### config.mk
export PLATFORM = sky130hd
export DESIGN_NAME = lssc_prep
export DESIGN_NICKNAME = d
export VERILOG_FILES = /design/src/hdl/lssc_pkg.sv /design/src/hdl/lssc_prep.sv
export SDC_FILE = /design/constraint.sdc
export NUM_CORES = 1
export LEC_CHECK = 0
export BUFFER_PORTS_ARGS = -buffer_cell sky130_fd_sc_hd__buf_2
export CAP_MARGIN = 30
export CORE_ASPECT_RATIO = 1.2
export CORE_MARGIN = 2
export CORE_UTILIZATION = 50
export DETAILED_ROUTE_END_ITERATION = 10
export PLACE_DENSITY = 0.89
export SLEW_MARGIN = 30
export SYNTH_ARGS = -nofsm -noshare
export SYNTH_HDL_FRONTEND = slang
export SYNTH_SLANG_ARGS = --single-unit
### constraint.sdc
create_clock -name clock -period 9.5 [get_ports clock]
set_input_delay 0.475 -clock clock [delete_from_list [all_inputs] [get_ports clock]]
set_output_delay 0.475 -clock clock [all_outputs]
set_load 0.02 [all_outputs]
### src/hdl/lssc_pkg.sv
// ----------------------------------------------------------------------------
// Log-sigmoid soft clipper: shared types, constants and curve functions
// Fixed-point constants, pipeline control type and the elaboration-time
// routines that build the curve nodes in Q8.56.
// ----------------------------------------------------------------------------
`default_nettype none

package lssc_pkg;

   localparam int FRAC_BITS = 56;
   localparam int VAL_W     = 56;
   localparam int HALF_W    = 28;
   localparam int MID_W     = 58;
   localparam int LIM_W     = 36;
   localparam int MAG_W     = 31;
   localparam int OUT_W     = 32;
   localparam int DIV_STEPS = 4;
   localparam int X_LIMIT   = 22;
   localparam int EXP_TERMS = 24;
   localparam int LN_TERMS  = 30;

   localparam logic [63:0]      Q_ONE     = 64'd1 << FRAC_BITS;
   localparam logic [LIM_W-1:0] RAW_LIMIT = 36'd47244640234;

   typedef struct packed {
      logic valid;
      logic neg;
      logic sat;
   } ctl_type;

   // floor(a * b / 2^56)
   function automatic logic [63:0] mul_q(input logic [63:0] a, input logic [63:0] b);
      logic [127:0] p;
      p = {64'd0, a} * {64'd0, b};
      return p[119:56];
   endfunction

   // floor(a * 2^56 / b) for a < b
   function automatic logic [63:0] div_q(input logic [63:0] a, input logic [63:0] b);
      logic [63:0] q;
      logic [63:0] rem;
      int i;
      q   = '0;
      rem = a;
      if (b == 64'd0 || a >= b) begin
         return 64'd0;
      end
      for (i = 0; i < FRAC_BITS; i++) begin
         rem = rem << 1;
         q   = q << 1;
         if (rem >= b) begin
            rem  = rem - b;
            q[0] = 1'b1;
         end
      end
      return q;
   endfunction

   // integer quotient by shift and subtract
   function automatic logic [63:0] long_div(input logic [63:0] n, input logic [63:0] d);
      logic [64:0] rem;
      logic [63:0] q;
      int i;
      rem = '0;
      q   = '0;
      for (i = 63; i >= 0; i--) begin
         rem = {rem[63:0], n[i]};
         q   = q << 1;
         if (rem >= {1'b0, d}) begin
            rem  = rem - {1'b0, d};
            q[0] = 1'b1;
         end
      end
      return q;
   endfunction

   function automatic logic [63:0] exp_neg_frac(input logic [63:0] r);
      logic [63:0] term;
      logic [63:0] sum;
      int k;
      term = Q_ONE;
      sum  = Q_ONE;
      for (k = 1; k <= EXP_TERMS; k++) begin
         term = long_div(mul_q(term, r), 64'(k));
         if ((k & 1) != 0) begin
            sum = (sum >= term) ? sum - term : 64'd0;
         end else begin
            sum = sum + term;
         end
      end
      return sum;
   endfunction

   function automatic logic [63:0] exp_neg(input logic [63:0] x);
      logic [63:0] whole;
      logic [63:0] e1;
      logic [63:0] v;
      int i;
      whole = x >> FRAC_BITS;
      e1    = exp_neg_frac(Q_ONE);
      v     = exp_neg_frac(x & (Q_ONE - 64'd1));
      for (i = 0; i < 64; i++) begin
         if (64'(i) < whole) begin
            v = mul_q(v, e1);
         end
      end
      return v;
   endfunction

   function automatic logic [63:0] ln_one_plus(input logic [63:0] y);
      logic [63:0] z;
      logic [63:0] z2;
      logic [63:0] p;
      logic [63:0] sum;
      int k;
      z   = div_q(y, (Q_ONE << 1) + y);
      z2  = mul_q(z, z);
      p   = z;
      sum = '0;
      for (k = 0; k < LN_TERMS; k++) begin
         sum = sum + long_div(p, 64'(2 * k + 1));
         p   = mul_q(p, z2);
      end
      return sum << 1;
   endfunction

   // curve node k of n equal segments over 0 <= x <= 22
   function automatic logic [63:0] curve_node(input int k, input int n);
      logic [63:0] num;
      logic [63:0] n64;
      logic [63:0] whole;
      logic [63:0] x;
      logic [63:0] l;
      logic [63:0] ln2;
      num   = 64'(X_LIMIT) * 64'(k);
      n64   = 64'(n);
      whole = long_div(num, n64);
      x     = (whole << FRAC_BITS) + div_q(num - whole * n64, n64);
      l     = ln_one_plus(exp_neg(x));
      ln2   = ln_one_plus(Q_ONE);
      return (ln2 >= l) ? ln2 - l : 64'd0;
   endfunction

   // floor(v * (2^31 - 1) / 2^56)
   function automatic logic [MAG_W-1:0] scale_full(input logic [VAL_W-1:0] v);
      logic [VAL_W+MAG_W-1:0] p;
      p = {v, MAG_W'(0)} - {MAG_W'(0), v};
      return p[VAL_W+MAG_W-1:FRAC_BITS];
   endfunction

   localparam logic [63:0]      LN2_Q   = ln_one_plus(Q_ONE);
   localparam logic [VAL_W-1:0] LN2_VAL = LN2_Q[VAL_W-1:0];
   localparam logic [MAG_W-1:0] SAT_MAG = scale_full(LN2_VAL);

endpackage

`default_nettype wire

### src/hdl/lssc_prep.sv
// ----------------------------------------------------------------------------
// Log-sigmoid soft clipper: input conditioning
// Takes the magnitude and sign of the sample, flags saturation and scales
// the magnitude by the segment count to seed the divider.
// ----------------------------------------------------------------------------
`default_nettype none

module lssc_prep
   import lssc_pkg::*;
#(
   parameter int ACC_WIDTH      = 40,
   parameter int CURVE_SEGMENTS = 64,
   localparam int SEG_W         = $clog2(CURVE_SEGMENTS),
   localparam int QUOT_W        = SEG_W + FRAC_BITS
) (
   input  logic                        clock,
   input  logic                        reset,
   input  logic                        advance,
   input  logic                        in_valid,
   input  logic signed [ACC_WIDTH-1:0] in_sample,
   output ctl_type                     out_ctl,
   output logic [LIM_W-1:0]            out_rem,
   output logic [QUOT_W-1:0]           out_quot
);

   localparam int SCALED_W = LIM_W + SEG_W;

   ctl_type              ctl1_ff, ctl1_in;
   logic [ACC_WIDTH-1:0] mag1_ff, mag1_in;
   logic [ACC_WIDTH-1:0] raw;
   ctl_type              ctl2_ff, ctl2_in;
   logic [LIM_W-1:0]     rem2_ff, rem2_in;
   logic [QUOT_W-1:0]    quot2_ff, quot2_in;
   logic [63:0]          mag_wide;
   logic [SCALED_W-1:0]  scaled;

   always_comb begin
      raw      = in_sample;
      ctl1_in  = '{valid: in_valid, neg: raw[ACC_WIDTH-1], sat: 1'b0};
      mag1_in  = raw[ACC_WIDTH-1] ? (~raw) + ACC_WIDTH'(1) : raw;

      mag_wide = 64'(mag1_ff);
      scaled   = SCALED_W'(mag_wide[LIM_W-1:0]) * SCALED_W'(CURVE_SEGMENTS);
      ctl2_in  = ctl1_ff;
      ctl2_in.sat = (mag_wide >= 64'(RAW_LIMIT));
      rem2_in  = scaled[SCALED_W-1:SEG_W];
      quot2_in = {scaled[SEG_W-1:0], FRAC_BITS'(0)};
   end

   always_ff @(posedge clock) begin
      if (reset) begin
         ctl1_ff <= '0;
         ctl2_ff <= '0;
      end else if (advance) begin
         ctl1_ff  <= ctl1_in;
         mag1_ff  <= mag1_in;
         ctl2_ff  <= ctl2_in;
         rem2_ff  <= rem2_in;
         quot2_ff <= quot2_in;
      end
   end

   assign out_ctl  = ctl2_ff;
   assign out_rem  = rem2_ff;
   assign out_quot = quot2_ff;

endmodule

`default_nettype wire

==> report_table.html <==
<table>
<tr><th>Metric</th><th>Value</th></tr>
<tr><th colspan="2">Run status</th></tr>
<tr><td>Status</td><td>finished, final reports clean</td></tr>
<tr><th colspan="2">Setup path</th></tr>
<tr><td>R2R setup slack</td><td>7840 ps</td></tr>
<tr><td>Worst path required time</td><td>9590 ps</td></tr>
<tr><td>Type of the setup path with the least slack</td><td>input port to flop</td></tr>
<tr><td>Maximum fanout count along the critical path</td><td>11</td></tr>
<tr><td>Type of element launching the critical path</td><td>input port</td></tr>
<tr><td>Data arrival time of the critical path</td><td>2830 ps</td></tr>
<tr><td>CP endpoint kind</td><td>flop</td></tr>
<tr><th colspan="2">Routing</th></tr>
<tr><td>Total iterations of the first detailed-routing run</td><td>5</td></tr>
<tr><td>Post-detailed-route DRC marker count</td><td>0</td></tr>
<tr><td>Remaining antenna violation count after routing</td><td>0</td></tr>
<tr><td>Average detailed-routed wire length per instance</td><td>16.0 um</td></tr>
<tr><td>Number of violations reported at the end of detailed-routing iteration 0</td><td>164</td></tr>
<tr><td>Number of vias after detailed routing</td><td>2,439</td></tr>
<tr><td>Drt total wl</td><td>7580 um</td></tr>
<tr><td>Avg Vias per Cell</td><td>5.16</td></tr>
<tr><th colspan="2">Synth</th></tr>
<tr><td>Main flop type after synthesis</td><td>sky130_fd_sc_hd__edfxtp_1</td></tr>
<tr><td>Synthesized cell area</td><td>3850 um2</td></tr>
<tr><td>Post-synthesis sequential area ratio</td><td>0.618</td></tr>
<tr><td>Share of flip-flops with an asynchronous set or reset</td><td>0</td></tr>
<tr><td>Post-synth EDFFs</td><td>76</td></tr>
<tr><td>Share of the synthesized area in the top cell type</td><td>0.592</td></tr>
<tr><td>Post-synthesis cell type with the largest combined area</td><td>sky130_fd_sc_hd__edfxtp_1</td></tr>
<tr><td>Number of standard cells after synthesis</td><td>288</td></tr>
<tr><td>Cells taking the most area after synthesis</td><td>sky130_fd_sc_hd__edfxtp_1 59%, sky130_fd_sc_hd__buf_4 12%, sky130_fd_sc_hd__xnor2_1 8.4%</td></tr>
<tr><td>Synthesized area per cell</td><td>13.4 um2</td></tr>
<tr><td>Synthesis Warnings</td><td>0</td></tr>
<tr><td>Most frequently used cell type in the post-synthesis netlist</td><td>sky130_fd_sc_hd__edfxtp_1</td></tr>
<tr><td>Post-synth cell types</td><td>34</td></tr>
<tr><td>Total of flip-flops plus latches after synthesis</td><td>81</td></tr>
<tr><td>Commonest cells in the netlist</td><td>76 x sky130_fd_sc_hd__edfxtp_1, 62 x sky130_fd_sc_hd__buf_4, 37 x sky130_fd_sc_hd__xnor2_1</td></tr>
<tr><th colspan="2">Clocking</th></tr>
<tr><td>Clk Latency, worst-skew pair</td><td>350 ps</td></tr>
<tr><td>Maximum count of clock buffers along a single path</td><td>2</td></tr>
<tr><td>Clock-pin slew of the registers on the worst-case setup and hold paths</td><td>80 ps</td></tr>
<tr><td>Clk Tree Root Cell</td><td>sky130_fd_sc_hd__clkbuf_8</td></tr>
<tr><td>Post-CTS Setup Repair Bufs</td><td>0</td></tr>
<tr><td>CTS buffer count</td><td>9</td></tr>
<tr><td>Level count of the clock H-tree</td><td>3</td></tr>
<tr><td>Clock Sinks</td><td>81</td></tr>
<tr><td>Post-CTS sizing</td><td>0</td></tr>
<tr><td>Total of hold buffers inserted after clock tree synthesis</td><td>0</td></tr>
<tr><td>TritonCTS clock tree</td><td>yes</td></tr>
<tr><th colspan="2">GRT</th></tr>
<tr><td>Wire length of the first global-routing pass</td><td>11,200 um</td></tr>
<tr><td>Via count of the first global-routing pass</td><td>2,139</td></tr>
<tr><td>Initial antenna violation count</td><td>2</td></tr>
<tr><td>Global Route Usage Sum</td><td>0.177</td></tr>
<tr><td>Pin count of the biggest net entering global routing</td><td>77</td></tr>
<tr><td>Total congestion overflow after global routing</td><td>0</td></tr>
<tr><th colspan="2">STA</th></tr>
<tr><td>Hold violation total from the final report</td><td>0</td></tr>
<tr><td>Final TNS setup</td><td>0 ps</td></tr>
<tr><td>Final slew viol count</td><td>0</td></tr>
<tr><td>Worst slew margin</td><td>0.388</td></tr>
<tr><td>RSZ-0062 raised after global routing</td><td>no</td></tr>
<tr><td>Clk_skew</td><td>8.90 ps</td></tr>
<tr><td>Transition time at the pin with the least slew margin</td><td>909 ps</td></tr>
<tr><td>Fin crit share</td><td>0.288</td></tr>
<tr><td>Post-layout min period</td><td>2740 ps</td></tr>
<tr><td>Max Freq</td><td>365 MHz</td></tr>
<tr><td>Count of final setup violators</td><td>0</td></tr>
<tr><th colspan="2">Floorplan</th></tr>
<tr><td>Core region area</td><td>7580 um2</td></tr>
<tr><td>I/O pin cnt</td><td>145</td></tr>
<tr><td>Initial standard-cell utilization of the core</td><td>0.509</td></tr>
<tr><td>Die footprint</td><td>8430 um2</td></tr>
<tr><td>Die extent in x</td><td>84.1 um</td></tr>
<tr><td>Number of rows in the core area</td><td>35</td></tr>
<tr><td>Height of the die</td><td>100 um</td></tr>
<tr><th colspan="2">Placement</th></tr>
<tr><td>Total of buffers placed on input and output ports</td><td>82</td></tr>
<tr><td>GPL Wtd Cong</td><td>0.823</td></tr>
<tr><td>Placed Cells incl. Taps</td><td>455</td></tr>
<tr><td>HPWL reported at the end of detailed placement</td><td>5220 um</td></tr>
<tr><th colspan="2">Power</th></tr>
<tr><td>Leakage</td><td>1.66 nW</td></tr>
<tr><td>Power density cells</td><td>190 nW/um2</td></tr>
<tr><td>Maximum resistive drop on vdd</td><td>133 uV</td></tr>
<tr><th colspan="2">Layout</th></tr>
<tr><td>Layout cell share with drive strength beyond 1</td><td>0.277</td></tr>
<tr><td>Final net count</td><td>419</td></tr>
<tr><td>Post-layout instance count excluding filler cells</td><td>473</td></tr>
<tr><td>Relative area change from synthesis to final layout</td><td>14.0%</td></tr>
<tr><th colspan="2">Hold path</th></tr>
<tr><td>HP Class</td><td>input port to flop</td></tr>
<tr><th colspan="2">Run</th></tr>
<tr><td>Max_cap viols</td><td>0</td></tr>
</table>
## cells by family (layout without fill, tap and decap cells)
| family | count (synthesis) | count (layout) | synth area share |
|---|---|---|---|
| xor+xnor | 37 | 37 | 0.0841 |
| flops | 81 | 81 | 0.618 |
| compound gates | 37 | 37 | 0.0692 |
| other cells | 1 | 64 | 0.000973 |
| mux | 4 | 4 | 0.0104 |
| simple gates | 56 | 56 | 0.0825 |
| buf+inv | 71 | 101 | 0.131 |
| fa+ha+maj | 1 | 1 | 0.00325 |
## cell type report
class                      instances  area [um2]
clock inverter                     4        97.6
fill                             556        3180
antenna                            2        5.00
tap                               92         115
inverter                           2        7.51
multi-input combinational        197        1200
clock buffer                      12         165
sequential                        81        2380
timing repair buffer              83         418
## through the flow
stage	area, um2	hold slack [ps]	utilization	total power, mW	setup WS (ps)
after detailed placement	4120	409	0.544	0.524	6440
after CTS	4390	353	0.579	0.836	6790
after global routing	4390	354	0.580	0.858	6640
final	4390	370	0.580	0.835	6760
after global placement	4120	405	0.544	0.519	6640
after floorplan	4080	400	-	0.513	4800
## where the power goes
part	total (mW)	leakage, nW	internal, mW	switching, mW
Sequential	0.429	0.753	0.418	0.0110
Clock	0.316	0.129	0.196	0.120
Combinational	0.0902	0.781	0.0272	0.0631
Total	0.835	1.66	0.641	0.194
## critical path: stages
cell                      delay, ps
sky130_fd_sc_hd__buf_2          130
sky130_fd_sc_hd__or4_1          570
sky130_fd_sc_hd__nor4_1         560
sky130_fd_sc_hd__nand3_1        460
sky130_fd_sc_hd__o41ai_1        490
sky130_fd_sc_hd__xnor2_1        130
## routing by layer
metal | vias to the layer above | wire length [um] | global-route usage
met5 | - | 0 | 0
met4 | 0 | 261 | 0.0980
met3 | 22 | 540 | 0.0378
met2 | 143 | 4070 | 0.313
met1 | 1163 | 2700 | 0.199
li1 | 1111 | - | -
## placed cells by master (no fill, tap or decap), types with 7 or more instances in the layout
cell type	Yosys	routed
sky130_fd_sc_hd__edfxtp_1	76	76
sky130_fd_sc_hd__nand4_1	7	7
sky130_fd_sc_hd__xnor2_1	37	37
sky130_fd_sc_hd__nand2_1	12	12
sky130_fd_sc_hd__o21ai_0	13	13
sky130_fd_sc_hd__conb_1	1	62
sky130_fd_sc_hd__buf_2	0	82
sky130_fd_sc_hd__nor2_1	8	8
sky130_fd_sc_hd__clkbuf_8	0	12
sky130_fd_sc_hd__nor4_1	7	7
sky130_fd_sc_hd__o31ai_1	12	12
## registers in the layout, indices dropped and copies added (netlist names)
name	cells
ctl1_ff	2
mag1_ff	40
out_ctl	3
out_rem	36
## final timing paths
kind                         startpoint                      end  cells past startpoint
hold / removal             in_sample[0]     mag1_ff[0]$_DFFE_PP_                      1
setup reg to reg  mag1_ff[32]$_DFFE_PP_  out_ctl[0]$_SDFFE_PP0P_                      4
hold reg to reg    mag1_ff[0]$_DFFE_PP_     out_rem[0]$_DFFE_PP_                      0
setup / recovery           in_sample[7]    mag1_ff[28]$_DFFE_PP_                      6
No activity file was read; power rests on OpenSTA's default activity.
